[config.mk]
export PLATFORM = sky130hd
export DESIGN_NAME = pending_op_timer_bank
export DESIGN_NICKNAME = d
export VERILOG_FILES = /design/src/potb_pkg.sv /design/src/potb_ctrl.sv /design/src/potb_dp.sv /design/src/pending_op_timer_bank.sv
export SDC_FILE = /design/constraint.sdc
export NUM_CORES = 1
export LEC_CHECK = 0
export BUFFER_PORTS_ARGS = -buffer_cell sky130_fd_sc_hd__buf_2
export CORE_MARGIN = 10
export CORE_UTILIZATION = 34
export DETAILED_ROUTE_END_ITERATION = 6
export PLACE_DENSITY = 0.54
export SLEW_MARGIN = 20
export SYNTH_ARGS = -nofsm -noshare
export SYNTH_HDL_FRONTEND = slang
export SYNTH_SLANG_ARGS = --single-unit
[constraint.sdc]
create_clock -name clock -period 3.4 [get_ports clock]
set_input_delay 0.17 -clock clock [delete_from_list [all_inputs] [get_ports clock]]
set_output_delay 0.17 -clock clock [all_outputs]
set_load 0.05 [all_outputs]
[src/potb_pkg.sv]
// shared types, constants and helpers for the pending operation timer bank
// no dependencies; used by every module of the block by scoped name
package potb_pkg;

   // slot bank geometry
   localparam int SLOTS     = 8;
   localparam int SLOT_W    = $clog2(SLOTS);
   localparam int OP_W      = 2;
   localparam int MASK_W    = 8;
   localparam int DELAY_W   = 16;

   // opcode bits that map to a real slot
   localparam logic [MASK_W-1:0] USABLE_MASK =
      (SLOTS >= MASK_W) ? {MASK_W{1'b1}} : MASK_W'((1 << SLOTS) - 1);

   // a counter holding this value fires on the next tick
   localparam logic [DELAY_W-1:0] COUNT_LAST = DELAY_W'(1);

   // request operation codes
   localparam logic [OP_W-1:0] OP_ADD    = 2'd0;
   localparam logic [OP_W-1:0] OP_CANCEL = 2'd1;
   localparam logic [OP_W-1:0] OP_TICK   = 2'd2;

   // controller to datapath commands
   typedef struct packed {
      logic capture;   // latch the incoming request
      logic apply;     // update slot state from the latched request
      logic load_rsp;  // load the response payload registers
   } cmd_type;

   // datapath to controller status
   typedef struct packed {
      logic is_tick;   // latched request is a tick
   } status_type;

   // position of the highest set bit, zero for an empty mask
   function automatic logic [SLOT_W-1:0] top_bit(input logic [MASK_W-1:0] mask);
      logic [SLOT_W-1:0] pos;
      pos = '0;
      for (int i = 0; i < SLOTS; i++) begin
         if (mask[i]) begin
            pos = SLOT_W'(i);
         end
      end
      return pos;
   endfunction

endpackage

[src/potb_ctrl.sv]
// controller state machine for the pending operation timer bank
// depends on potb_pkg for the command and status structs
module potb_ctrl (
   input  logic                  clock,
   input  logic                  reset,
   input  logic                  req_valid,
   output logic                  req_stall,
   output logic                  rsp_valid,
   input  logic                  rsp_stall,
   input  potb_pkg::status_type  status,
   output potb_pkg::cmd_type     cmd
);

   typedef enum logic [1:0] {
      ST_IDLE = 2'b01,
      ST_EXEC = 2'b10
   } state_type;

   state_type state_ff, state_in;
   logic      rsp_valid_ff, rsp_valid_in;
   logic      hold;

   // a tick waits in exec while an older response is still stalled
   assign hold = status.is_tick && rsp_valid_ff && rsp_stall;

   // command decode
   always_comb begin
      cmd.capture  = (state_ff == ST_IDLE) && req_valid;
      cmd.apply    = (state_ff == ST_EXEC) && !hold;
      cmd.load_rsp = cmd.apply && status.is_tick;
   end

   // next state
   always_comb begin
      state_in = state_ff;
      case (state_ff)
         ST_IDLE: begin
            if (req_valid) state_in = ST_EXEC;
         end
         ST_EXEC: begin
            if (!hold) state_in = ST_IDLE;
         end
         default: state_in = ST_IDLE;
      endcase
   end

   // response valid flag
   always_comb begin
      rsp_valid_in = rsp_valid_ff;
      if (cmd.load_rsp) begin
         rsp_valid_in = 1'b1;
      end else if (rsp_valid_ff && !rsp_stall) begin
         rsp_valid_in = 1'b0;
      end
   end

   always_ff @(posedge clock) begin
      if (reset) begin
         state_ff     <= ST_IDLE;
         rsp_valid_ff <= 1'b0;
      end else begin
         state_ff     <= state_in;
         rsp_valid_ff <= rsp_valid_in;
      end
   end

   assign req_stall = (state_ff != ST_IDLE);
   assign rsp_valid = rsp_valid_ff;

endmodule

[src/potb_dp.sv]
// datapath for the pending operation timer bank: request latch, pending mask,
// slot countdowns and response payload; depends on potb_pkg
module potb_dp (
   input  logic                            clock,
   input  logic                            reset,
   input  potb_pkg::cmd_type               cmd,
   output potb_pkg::status_type            status,
   input  logic [potb_pkg::OP_W-1:0]       req_op,
   input  logic [potb_pkg::MASK_W-1:0]     req_opcode,
   input  logic [potb_pkg::DELAY_W-1:0]    req_delay_ms,
   output logic [potb_pkg::MASK_W-1:0]     rsp_fired_mask,
   output logic [potb_pkg::MASK_W-1:0]     rsp_pending_after
);

   logic [potb_pkg::OP_W-1:0]    op_ff;
   logic [potb_pkg::MASK_W-1:0]  code_ff;
   logic [potb_pkg::DELAY_W-1:0] delay_ff;

   logic [potb_pkg::MASK_W-1:0]  pending_ff, pending_in;
   logic [potb_pkg::DELAY_W-1:0] count_ff [potb_pkg::SLOTS];
   logic [potb_pkg::DELAY_W-1:0] count_in [potb_pkg::SLOTS];

   logic [potb_pkg::MASK_W-1:0]  fired_ff, fired_in;
   logic [potb_pkg::MASK_W-1:0]  after_ff;

   logic [potb_pkg::SLOT_W-1:0]  top;
   logic                         code_nz;
   logic                         add_ok;

   // request latch, unusable opcode bits dropped here
   always_ff @(posedge clock) begin
      if (cmd.capture) begin
         op_ff    <= req_op;
         code_ff  <= req_opcode & potb_pkg::USABLE_MASK;
         delay_ff <= req_delay_ms;
      end
   end

   assign status.is_tick = (op_ff == potb_pkg::OP_TICK);

   // decode of the latched request
   assign top     = potb_pkg::top_bit(code_ff);
   assign code_nz = (code_ff != '0);
   assign add_ok  = code_nz && ((pending_ff & code_ff) == '0);

   // slots that reach zero on a tick
   always_comb begin
      fired_in = '0;
      for (int i = 0; i < potb_pkg::SLOTS; i++) begin
         fired_in[i] = (count_ff[i] == potb_pkg::COUNT_LAST);
      end
   end

   // next slot counters, one lane per slot
   always_comb begin
      for (int i = 0; i < potb_pkg::SLOTS; i++) begin
         count_in[i] = count_ff[i];
         case (op_ff)
            potb_pkg::OP_ADD: begin
               if (add_ok && top == potb_pkg::SLOT_W'(i)) count_in[i] = delay_ff;
            end
            potb_pkg::OP_CANCEL: begin
               if (code_nz && top == potb_pkg::SLOT_W'(i)) count_in[i] = '0;
            end
            potb_pkg::OP_TICK: begin
               if (count_ff[i] != '0) count_in[i] = count_ff[i] - potb_pkg::COUNT_LAST;
            end
            default: count_in[i] = count_ff[i];
         endcase
      end
   end

   // next pending mask
   always_comb begin
      pending_in = pending_ff;
      case (op_ff)
         potb_pkg::OP_ADD: begin
            if (add_ok) pending_in = pending_ff | code_ff;
         end
         potb_pkg::OP_CANCEL: pending_in = pending_ff & ~code_ff;
         potb_pkg::OP_TICK:   pending_in = pending_ff & ~fired_in;
         default:             pending_in = pending_ff;
      endcase
   end

   // slot state
   always_ff @(posedge clock) begin
      if (reset) begin
         pending_ff <= '0;
         for (int i = 0; i < potb_pkg::SLOTS; i++) begin
            count_ff[i] <= '0;
         end
      end else if (cmd.apply) begin
         pending_ff <= pending_in;
         for (int i = 0; i < potb_pkg::SLOTS; i++) begin
            count_ff[i] <= count_in[i];
         end
      end
   end

   // response payload
   always_ff @(posedge clock) begin
      if (cmd.load_rsp) begin
         fired_ff <= fired_in;
         after_ff <= pending_in;
      end
   end

   assign rsp_fired_mask    = fired_ff;
   assign rsp_pending_after = after_ff;

endmodule

[src/pending_op_timer_bank.sv]
// pending operation timer bank: eight delayed-operation slots
// each with a 16-bit countdown and a pending bit.
// request channel (req_valid / req_stall): req_op selects add, cancel
// or a one millisecond tick; req_opcode is the operation mask and
// req_delay_ms the countdown loaded by an add.
// response channel (rsp_valid / rsp_stall): one response per tick,
// carrying rsp_fired_mask and rsp_pending_after; add, cancel and the
// unused op code give no response.
// a tick's response is registered: the controller captures the request,
// then its apply step loads the response registers, and a hold can come
// between the two. a new request is taken only after the capture then
// apply sequence of the controller is through with the last one.
// a request is taken while an older response still waits; a tick then
// holds in the apply step until the response register frees up, so a
// stalled receiver stops the request side after one more tick.
// reset (synchronous, active high) clears the pending mask, all slot
// counters and the response valid flag.
// depends on potb_pkg, potb_ctrl and potb_dp
module pending_op_timer_bank (
   input  logic                            clock,
   input  logic                            reset,
   input  logic                            req_valid,
   output logic                            req_stall,
   input  logic [potb_pkg::OP_W-1:0]       req_op,
   input  logic [potb_pkg::MASK_W-1:0]     req_opcode,
   input  logic [potb_pkg::DELAY_W-1:0]    req_delay_ms,
   output logic                            rsp_valid,
   input  logic                            rsp_stall,
   output logic [potb_pkg::MASK_W-1:0]     rsp_fired_mask,
   output logic [potb_pkg::MASK_W-1:0]     rsp_pending_after
);

   potb_pkg::cmd_type    cmd;
   potb_pkg::status_type status;

   // sequencing
   potb_ctrl u_ctrl (
      .clock     (clock),
      .reset     (reset),
      .req_valid (req_valid),
      .req_stall (req_stall),
      .rsp_valid (rsp_valid),
      .rsp_stall (rsp_stall),
      .status    (status),
      .cmd       (cmd)
   );

   // slot state and response payload
   potb_dp u_dp (
      .clock             (clock),
      .reset             (reset),
      .cmd               (cmd),
      .status            (status),
      .req_op            (req_op),
      .req_opcode        (req_opcode),
      .req_delay_ms      (req_delay_ms),
      .rsp_fired_mask    (rsp_fired_mask),
      .rsp_pending_after (rsp_pending_after)
   );

endmodule

# After elaboration in Yosys (flattened, before gate mapping)
# Memories as Yosys holds them, arrays and structs flattened.
# Cells that the tools add are included.
# op_classes
add_sub_neg	8
n_eq_ne	22
mux	59
bitwise	14
reduce_logical	39
# ops
operator	count
16-bit 2-to-1 mux	32
16-bit case mux with 3 select lines	8
16-bit by 1-bit equality test with 1-bit output, second input constant	8
16-bit nonzero test	8
16-bit by 1-bit subtractor with 16-bit output, second input constant	8
8-bit bitwise AND	3
8-bit case mux with 3 select lines	1
1-bit logical AND	23
8-bit NOT	2
3-bit equality test, second input constant	4
3-bit 2-to-1 mux	4
8-bit zero test	1
1-bit 2-to-1 mux	8
2-bit 2-to-1 mux	4
8-bit 2-to-1 mux	1
1-bit OR	8
8-bit OR	1
8-bit nonzero test	1
3-bit by 2-bit equality test with 1-bit output, second input constant	2
2-bit by 1-bit equality test with 1-bit output, second input constant	2
2-bit equality test, second input constant	2
2-bit != test, second input constant	2
2-bit case mux with 2 select lines	1
3-bit by 1-bit equality test with 1-bit output, second input constant	1
other kinds (6)	7
# word_totals
regBits	53
ram_bits	128
in_bits	30
output_inout_bits	18
wordCells	151
memories	1
# memory_table
memory	words	width	rd	rd_clocked_by_memory_dff	write_ports	line	text
u_dp.count_ff	8	16	8	0	8	potb_dp.sv:20	logic [potb_pkg::DELAY_W-1:0] count_ff [potb_pkg::SLOTS];

# Logic depth before layout (Yosys ltp)
# Gate-level depths: netlist of run 1.
# logic_depth
word_depth	12
mapped_depth	8
ltp_nobuf	7

# Hierarchy
# A second synthesis of run 1 with hierarchy kept.
# hier_totals
hier_cells	969
hier_area_um2	10212.3
# modules_own_cells
mod	instances	cells_each	area_each_um2	seq_area_each_um2
potb_dp	1	953	10073.4	5265.0
potb_ctrl	1	16	138.9	60.1

# Worst setup path before layout of run 1
# Ideal clock, no wire load.
# synth_timing
kind	flip-flop to flip-flop
start	reg u_dp.op_ff[0] in the netlist's numbering
end	mem u_dp.count_ff[1][16] in the netlist's numbering (enable)
setup_time_ps	419
t_arrival_ps	2745
required_ps	2981
slack_ps	236
path_stages_with_launch	9
n_path_buf	1
period_less_slack_ps	3164
path_cell_list	edfxtp_1 > inv_1 > ha_1 > clkbuf_1 > and3_1 > nor3_2 > o21ai_0 > a31oi_1 > a311oi_1
# synth_rtl
element	line	text
start, declared	potb_dp.sv:15	logic [potb_pkg::OP_W-1:0] op_ff;
start signal, assigned	potb_dp.sv:33	op_ff <= req_op;
end, declared	potb_dp.sv:20	

==> impl_metrics.toml, run 1 <==
[place]
port_buffers = 47
place_ws_ns = 0.577
hpwl_mm = 18.6
gp_congestion = 0.921

[yosys]
synth_mux_area_frac = 0
yosys.area_share.xor_xnor = 0.0891
yosysMostFrequentCell = "edfxtp_1"
async_flop_share = 0
netlist_instances = 913
synth_ff_type = "edfxtp_1"
synth-compound-area-share = 0.128
synth_area_leader_cell = "edfxtp_1"
yosysTopAreaCellShare = 0.520
ys_seq_area_frac = 0.542
syn_area_um2 = 9820
synth_warnings = 0
ys_ff_latch = 181
synth_fa_ha_area_frac = 0.0357
synth_edf_count = 170
synthesis.nets = 971
ys_types = 59
ys_top_cells_by_count = "edfxtp_1, a21oi_1, nand2_1, nor2_1, o21ai_0"
synth-simple-area-share = 0.179
ys_top_cells_by_area = "edfxtp_1, xnor2_1, xor2_1, ha_1, a21oi_1"
avgSynthCellArea_um2 = 10.8
synth_top_family_by_area = "simple AND/OR/NAND/NOR gates"

[floorplan]
die_area_um2 = 36100
start_util = 0.343
rows = 62
die_x_um = 190
die_y_um = 190
coreArea_um2 = 28600
ios = 48

[drt]
drtIter0Drc = 625
route.detailed.drc = 0
vias_per_cell = 5.30
wl_mm = 27.2
avgRoutedWirePerCell_um = 19.6
route.antenna.remaining_nets = 0
vias = 7368
first_pass_iters = 5

[setup_path]
crit_path_max_fanout = 16
start_kind = "flop"
crit_type = "reg2reg"
arrival_ns = 2.90
r2r-start = "u_dp.op_ff[0]"
slowest_delay_ns = 0.58
cp-startpoint = "u_dp.op_ff[0]"
crit_required_ns = 3.48
crit_path_end_kind = "flop"
path_cells = "inv_1 -> ha_1 -> and3_1 -> nor3_2 -> o21ai_0 -> o211a_1"
cpMaxStageDelayCell = "o211a_1"

[clocking]
clkSinkCount = 181
clockBufferDepth = 2
cts_root_buf = "clkbuf_16"
path_clk_slew_ns = 0.07
cts_buffers = 17
clk_latency_ns = 0.43
htree_levels = 4
cts_tree = "built"

[layout]
final_nets = 1052
diodes = 0
drive_above_1_share = 0.133
syn_to_final_growth_pct = 16.8
fillers = 2756

[job]
maxCapViolations = 0

[power]
pwr_density_cell_nw_per_um2 = 449
clockPowerShare = 0.375
peakVddDrop_v = 0.000306
p_leak_nw = 3.94
p_sw_mw = 1.39
seqPwrFrac = 0.517
switching_share = 0.269
combinationalPowerShare = 0.109
intPower_mw = 3.76

[grt]
grt_pass1_wl_mm = 41.7
grt_usage = 0.149
grt_overflow = 0
grt_max_degree = 46
grt_pass1_vias = 7083
antenna_found_initial = 0

[sta]
setup_viol = 0
worst_pin_slew_ns = 1.06
clock_skew_ns = 0.0102
hold_viol = 0
rsz0062_at_grt = "false"
maxSlewViolCount = 0
finalCriticalPeriod_ns = 2.82
timing.final.ws_setup_ns = 0.578
relSlewSlack = 0.294
fin_crit_sh = 0.830
timing.fmax_ghz = 0.354
final.setup.tns_ns = 0

[worst_hold_path]
min_from = "rsp_stall"
min-delay-path-class = "in2reg"

[run_status]
status = "completed"
## critical path, delay by kind of cell, from the launching register on
kind / cells / cell delay, ns
AOI/OAI and AO/OA: 2 / 0.97
and+or+nand+nor: 2 / 0.70
adders and majority gates: 1 / 0.35
buffers and inverters: 1 / 0.07
DFF: 1 / 0.38
## metrics by stage
stage	hold WS (ns)	std cells	total power, mW	util	area, um2
6_report	0.0381	1391	5.15	0.401	11500
4_1_cts	0.0344	1391	5.19	0.401	11500
3_5_place_dp	0.348	1333	3.24	0.372	10600
2_1_floorplan	0.269	913	3.04	-	9820
5_1_grt	0.0501	1391	5.33	0.401	11500
3_3_place_gp	0.348	1333	3.24	0.372	10600
## worst paths after layout
check	end	slack, ns	cells past startpoint
min reg2reg	u_dp.pending_ff[3]	0.59	2
min	u_ctrl.rsp_valid	0.04	2
max	u_dp.count_ff[0][49]	0.58	6
max reg2reg	u_dp.count_ff[0][49]	0.58	6
## layer usage
| metal | up-vias | GRT usage | wire, um |
|---|---|---|---|
| met5 | - | 0 | 0 |
| li1 | 3547 | - | - |
| met2 | 188 | 0.239 | 12800 |
| met3 | 24 | 0.0249 | 1270 |
| met1 | 3609 | 0.204 | 12800 |
| met4 | 0 | 0.0360 | 347 |
## kinds of logic after synthesis
kind of cell / after synthesis
compound gates: 212
flops: 181
buf+inv: 67
fa+ha+maj: 28
simple gates: 325
xor+xnor: 100
## sequential cells by signal (all words and copies together), names as in the netlist
name                    cells
u_dp.delay_ff              16
u_ctrl.state_ff             2
u_dp.count_ff             128
u_dp.rsp_pending_after      8
u_ctrl.rsp_valid            1
u_dp.rsp_fired_mask         8
u_dp.pending_ff             8
u_dp.code_ff                8
u_dp.op_ff                  2
## final cells by class
class / count / area [um2] / share of cell area
sequential: 181 / 5330 / 0.464
multi-input combinational: 665 / 4280 / 0.373
timing repair buffer: 100 / 698 / 0.0609
tap: 384 / 480 / 0.0419
clock buffer: 18 / 439 / 0.0383
clock inverter: 14 / 136 / 0.0119
inverter: 29 / 109 / 0.00949
## power groups by stage
stage               Sequential, mW  Clock (mW)  Combinational, mW
floorplan                     2.68           0              0.354
global placement              2.71           0              0.533
detailed placement            2.71           0              0.532
CTS                           2.66        1.97              0.560
global route                  2.68        2.04              0.613
finish                        2.66        1.93              0.559
## repair_timing
action / in CTS / in global routing
hold buffers: 26 / 0
hold endpoints to repair: 26 / 0
gates resized for setup: 0 / 0
setup endpoints to repair: 0 / 0
buffers inserted: 0 / 0
## cells in the final DEF (no fill, tap or decap), types with 5 or more instances in the layout
cell,netlist,routed
edfxtp_1,170,170
nand2_1,69,69
a21oi_1,69,69
nor2_1,69,68
o21ai_0,65,65
xnor2_1,57,57
buf_2,0,47
xor2_1,43,43
nor3_1,36,34
inv_1,28,28
ha_1,28,28
buf_4,0,27
dlygate4sd3_1,0,26
nor4_1,24,24
nand3_1,19,18
nand3b_1,18,18
clkbuf_16,0,17
nand2b_1,16,16
or4_1,13,13
dfxtp_1,11,11
a22oi_1,10,10
or3_1,10,10
o21a_1,10,10
o22ai_1,10,10
a21boi_0,9,9
a31oi_1,8,8
and3_1,6,6
nand4_1,6,6
and2_1,7,6
a31o_2,5,5
clkinv_4,0,5
Power figures use the tool's default switching activity.
==> run 2, diff against run 1 <==
- clock period: 3.4 -> 2.6 ns (I/O delays scaled with it)
==> impl_metrics.toml, run 2 (synthesis gave the netlist of run 1 again) <==
[sta]
finalCriticalPeriod_ns = 2.47
fin_crit_sh = 0.948
maxSlewViolCount = 0
timing.fmax_ghz = 0.406
rsz0062_at_grt = "false"
final.setup.tns_ns = 0
clock_skew_ns = 0.0116
hold_viol = 0
setup_viol = 0
worst_pin_slew_ns = 0.712
relSlewSlack = 0.522
timing.final.ws_setup_ns = 0.134

[power]
power_mw = 6.74
switching_share = 0.270
pwr_density_cell_nw_per_um2 = 572
clockPowerShare = 0.366
intPower_mw = 4.92
combinationalPowerShare = 0.118
p_sw_mw = 1.82
peakVddDrop_v = 0.000430
p_leak_nw = 4.07
seqPwrFrac = 0.516

[grt]
grt_usage = 0.153
grt_overflow = 0
antenna_found_initial = 0
grt_pass1_wl_mm = 42.9
grt_pass1_vias = 7309
grt_max_degree = 46

[floorplan]
die_x_um = 190
ios = 48
die_area_um2 = 36100
rows = 62
die_y_um = 190
start_util = 0.343
coreArea_um2 = 28600

[drt]
vias_per_cell = 5.25
first_pass_iters = 5
drtIter0Drc = 588
route.detailed.drc = 0
route.antenna.remaining_nets = 0
wl_mm = 27.5
vias = 7451
avgRoutedWirePerCell_um = 19.4

[worst_hold_path]
min-delay-path-class = "in2reg"

[place]
place_ws_ns = -0.0793
hpwl_mm = 18.8
port_buffers = 47
gp_congestion = 0.882

[clocking]
cts_buffers = 17
cts_root_buf = "clkbuf_16"
clkSinkCount = 181
cts_tree = "built"
clockBufferDepth = 2
htree_levels = 4
path_clk_slew_ns = 0.08
clk_latency_ns = 0.45

[setup_path]
crit_path_end_kind = "flop"
crit_required_ns = 2.78
cpMostUsedCell = "buf_4"
path_cells = "or4_4 -> or4_1 -> nor3_2 -> buf_4 -> a311oi_2 -> buf_4"
critPathTopFamily = "simple AND/OR/NAND/NOR gates"
slowest_delay_ns = 0.57
crit_type = "reg2reg"
cpMaxStageDelayCell = "or4_4"
start_kind = "flop"
arrival_ns = 2.65
crit_path_max_fanout = 16
cp.buffers_inverters = 2

[layout]
final_nets = 1079
largest_reg_flops = 128
reg.largest.list = "u_dp.count_ff x128, u_dp.delay_ff x16"
diodes = 0
drive_above_1_share = 0.155
final_cell_mix = "edfxtp_1, a21oi_1, nand2_1, nor2_1, o21ai_0"
top_register = "u_dp.count_ff"
syn_to_final_growth_pct = 19.8
layout_commonest_cell = "edfxtp_1"

[job]
maxCapViolations = 0

[run_status]
status = "completed"
## run 2: stage by stage
| step | hold WS (ns) | util | cells | area [um2] |
|---|---|---|---|---|
| finish | 0.0609 | 0.411 | 1418 | 11800 |
| detailed placement | 0.308 | 0.382 | 1359 | 10900 |
| global route | 0.0978 | 0.411 | 1418 | 11800 |
| global placement | 0.307 | 0.382 | 1359 | 10900 |
| CTS | 0.0522 | 0.411 | 1418 | 11800 |
| floorplan | 0.229 | - | 913 | 9840 |
## run 2: layout make-up
class                           instances  area [um2]
Fill cell                            2780       16900
Sequential cell                       181        5330
Multi-Input combinational cell        665        4300
Timing Repair Buffer                  127        1010
Tap cell                              384         480
Clock buffer                           18         429
Clock inverter                         14         121
Inverter                               29         109
## run 2: worst min-delay path: stages
cell and delay (ns):
buf_2 0.08, nand3b_1 0.09, o21ai_0 0.08, nand2_1 0.06
## run 2: metal layers
layer  track usage  up-vias  share of wire
met5             0        -              0
li1              -     3602              -
met3        0.0278       29          0.045
met2         0.247      178           0.48
met1         0.204     3642           0.46
met4        0.0522        0          0.019
## run 2: what timing repair did
action,4_1_cts,5_1_grt
setup endpoints to repair,69,92
setup buffers,0,0
hold buffers,27,0
endpoints found under the hold margin,27,0
resized for setup,1,5
## run 2: worst paths after layout
| check | end | start | slack [ns] | cells past startpoint |
|---|---|---|---|---|
| worst min-delay path | u_ctrl.state_ff[0] | req_valid | 0.06 | 4 |
| worst max register to register | u_dp.count_ff[1][36] | u_dp.count_ff[1][42] | 0.13 | 6 |
| worst max-delay path | u_dp.count_ff[1][36] | u_dp.count_ff[1][42] | 0.13 | 6 |
| worst min register to register | u_ctrl.rsp_valid | u_ctrl.rsp_valid | 0.56 | 1 |
## run 2: power groups by stage
stage                     sequential, mW  combinational (mW)  clock, mW
final                               3.47               0.797       2.47
after global routing                3.50               0.873       2.63
after CTS                           3.47               0.797       2.51
after detailed placement            3.54               0.760          0
after global placement              3.53               0.758          0
after floorplan                     3.51               0.464          0
==> run 3, diff against run 2 <==
- PLACE_DENSITY: 0.54 -> default
- PLACE_DENSITY_LB_ADDON: default -> 0.3
==> impl_metrics.toml, run 3 (synthesis gave the netlist of run 1 again) <==
[floorplan]
coreArea_um2 = 28600
start_util = 0.343
die_y_um = 190
die_x_um = 190
rows = 62
die_area_um2 = 36100
ios = 48

[clocking]
cts_root_buf = "clkbuf_16"
cts_buffers = 17
clockBufferDepth = 2
path_clk_slew_ns = 0.07
clk_latency_ns = 0.44
cts_tree = "built"
htree_levels = 4
clkSinkCount = 181

[sta]
worst_pin_slew_ns = 0.656
rsz0062_at_grt = "false"
setup_viol = 0
timing.fmax_ghz = 0.415
hold_viol = 0
maxSlewViolCount = 0
clock_skew_ns = 0.0105
timing.final.ws_setup_ns = 0.193
finalCriticalPeriod_ns = 2.41
final.setup.tns_ns = 0
relSlewSlack = 0.562
fin_crit_sh = 0.926
fin_hold_ws_ns = 0.0949

[drt]
drtIter0Drc = 439
avgRoutedWirePerCell_um = 19.1
route.antenna.remaining_nets = 0
vias_per_cell = 5.27
vias = 7497
first_pass_iters = 5
wl_mm = 27.1
route.detailed.drc = 0

[power]
pwr_density_cell_nw_per_um2 = 589
peakVddDrop_v = 0.000430
p_leak_nw = 4.13

[setup_path]
slowest_delay_ns = 0.43
cpMaxStageDelayCell = "edfxtp_1"
crit_path_max_fanout = 16
r2r-start = "u_dp.op_ff[0]"
crit_required_ns = 2.73
start_kind = "flop"
crit_type = "reg2reg"
cp.buffers_inverters = 3
arrival_ns = 2.53
crit_path_end_kind = "flop"
rrSetupSlack_ns = 0.19
path_cells = "inv_1 -> ha_1 -> and3_1 -> nor3_2 -> o21ai_0 -> buf_4 -> a21oi_1 -> nor3_2 -> buf_4"
reg2reg_depth = 9
critPathTopFamily = "buffers and inverters"
path_depth = 9
cp-startpoint = "u_dp.op_ff[0]"
r2r_end = "u_dp.count_ff[1][3]"
critPathCapture = "u_dp.count_ff[1][3]"

[grt]
grt_use_met2 = 0.251
grt_pass1_wl_mm = 42.6
use_met1 = 0.195
grt_max_degree = 46
grt_usage = 0.152
grt_overflow = 0
antenna_found_initial = 0
grt_pass1_vias = 7502
busiest_layer = "met2"
grtUsageMet3 = 0.0322

[worst_hold_path]
min-delay-path-class = "in2reg"

[place]
hpwl_mm = 18.6
place_ws_ns = 0.170
port_buffers = 47
dpl.cell_count = 1360
gp_congestion = 0.857

[layout]
final_cell_mix = "edfxtp_1, nand2_1, a21oi_1"
drive_above_1_share = 0.159
top_register = "u_dp.count_ff"
reg.largest.list = "u_dp.count_ff x128, u_dp.delay_ff x16"
fillers = 2728
diodes = 0
stdcell_count = 1422
syn_to_final_growth_pct = 20.5
largest_reg_flops = 128
layout_commonest_cell = "edfxtp_1"
final_nets = 1083

[run_status]
status = "completed"

[job]
maxCapViolations = 0
==> run 3: report_power, final <==
group          internal, mW  leakage, nW  switching (mW)  total [mW]
clock network          1.47        0.300            1.25        2.71
registers              3.34         1.80           0.135        3.48
logic                 0.326         2.03           0.458       0.784
==> run 3: layout make-up <==
type | count | area, um2 | share of cell area
Clock buffer | 17 | 425 | 0.0359
Tap cell | 384 | 480 | 0.0406
Inverter | 29 | 109 | 0.00919
Timing Repair Buffer | 131 | 1020 | 0.0862
Multi-Input combinational cell | 665 | 4290 | 0.362
Sequential cell | 181 | 5330 | 0.450
Clock inverter | 15 | 191 | 0.0162
==> run 3: how the worst min path moves through the flow <==
stage | startpoint | endpoint | slack, ns | cells past startpoint
6_report | req_valid | u_ctrl.state_ff[0] | 0.09 | 4
5_1_grt | req_valid | u_ctrl.state_ff[0] | 0.12 | 4
4_1_cts | req_valid | u_ctrl.state_ff[0] | 0.1 | 4
3_5_place_dp | req_opcode[5] | u_dp.code_ff[5] | 0.31 | 1
3_3_place_gp | req_opcode[4] | u_dp.code_ff[4] | 0.31 | 1
2_1_floorplan | req_opcode[0] | u_dp.code_ff[0] | 0.23 | 0
==> run 3: per-stage QoR <==
stage	util	area (um2)	power (mW)
detailed placement	0.382	10900	4.28
finish	0.414	11800	6.97
floorplan	-	9840	3.97
CTS	0.413	11800	7.01
global placement	0.382	10900	4.28
global route	0.414	11800	7.23
==> run 3: worst min-delay path: cells and delay by family <==
family,cells,cell delay (ns)
buffers and inverters,1,0.08
and+or+nand+nor,2,0.17
AOI/OAI and AO/OA,1,0.09
==> run 3: what timing repair did <==
action	in CTS	in global routing
endpoints found under the setup margin	0	35
hold buffers	27	0
setup buffers	0	3
resized for setup	0	1
endpoints found under the hold margin	27	0
==> run 3: routing by layer <==
layer	up-vias	wire length, um
met5	-	0
met4	0	490
met3	33	1470
met2	202	13100
met1	3662	12100
li1	3600	-
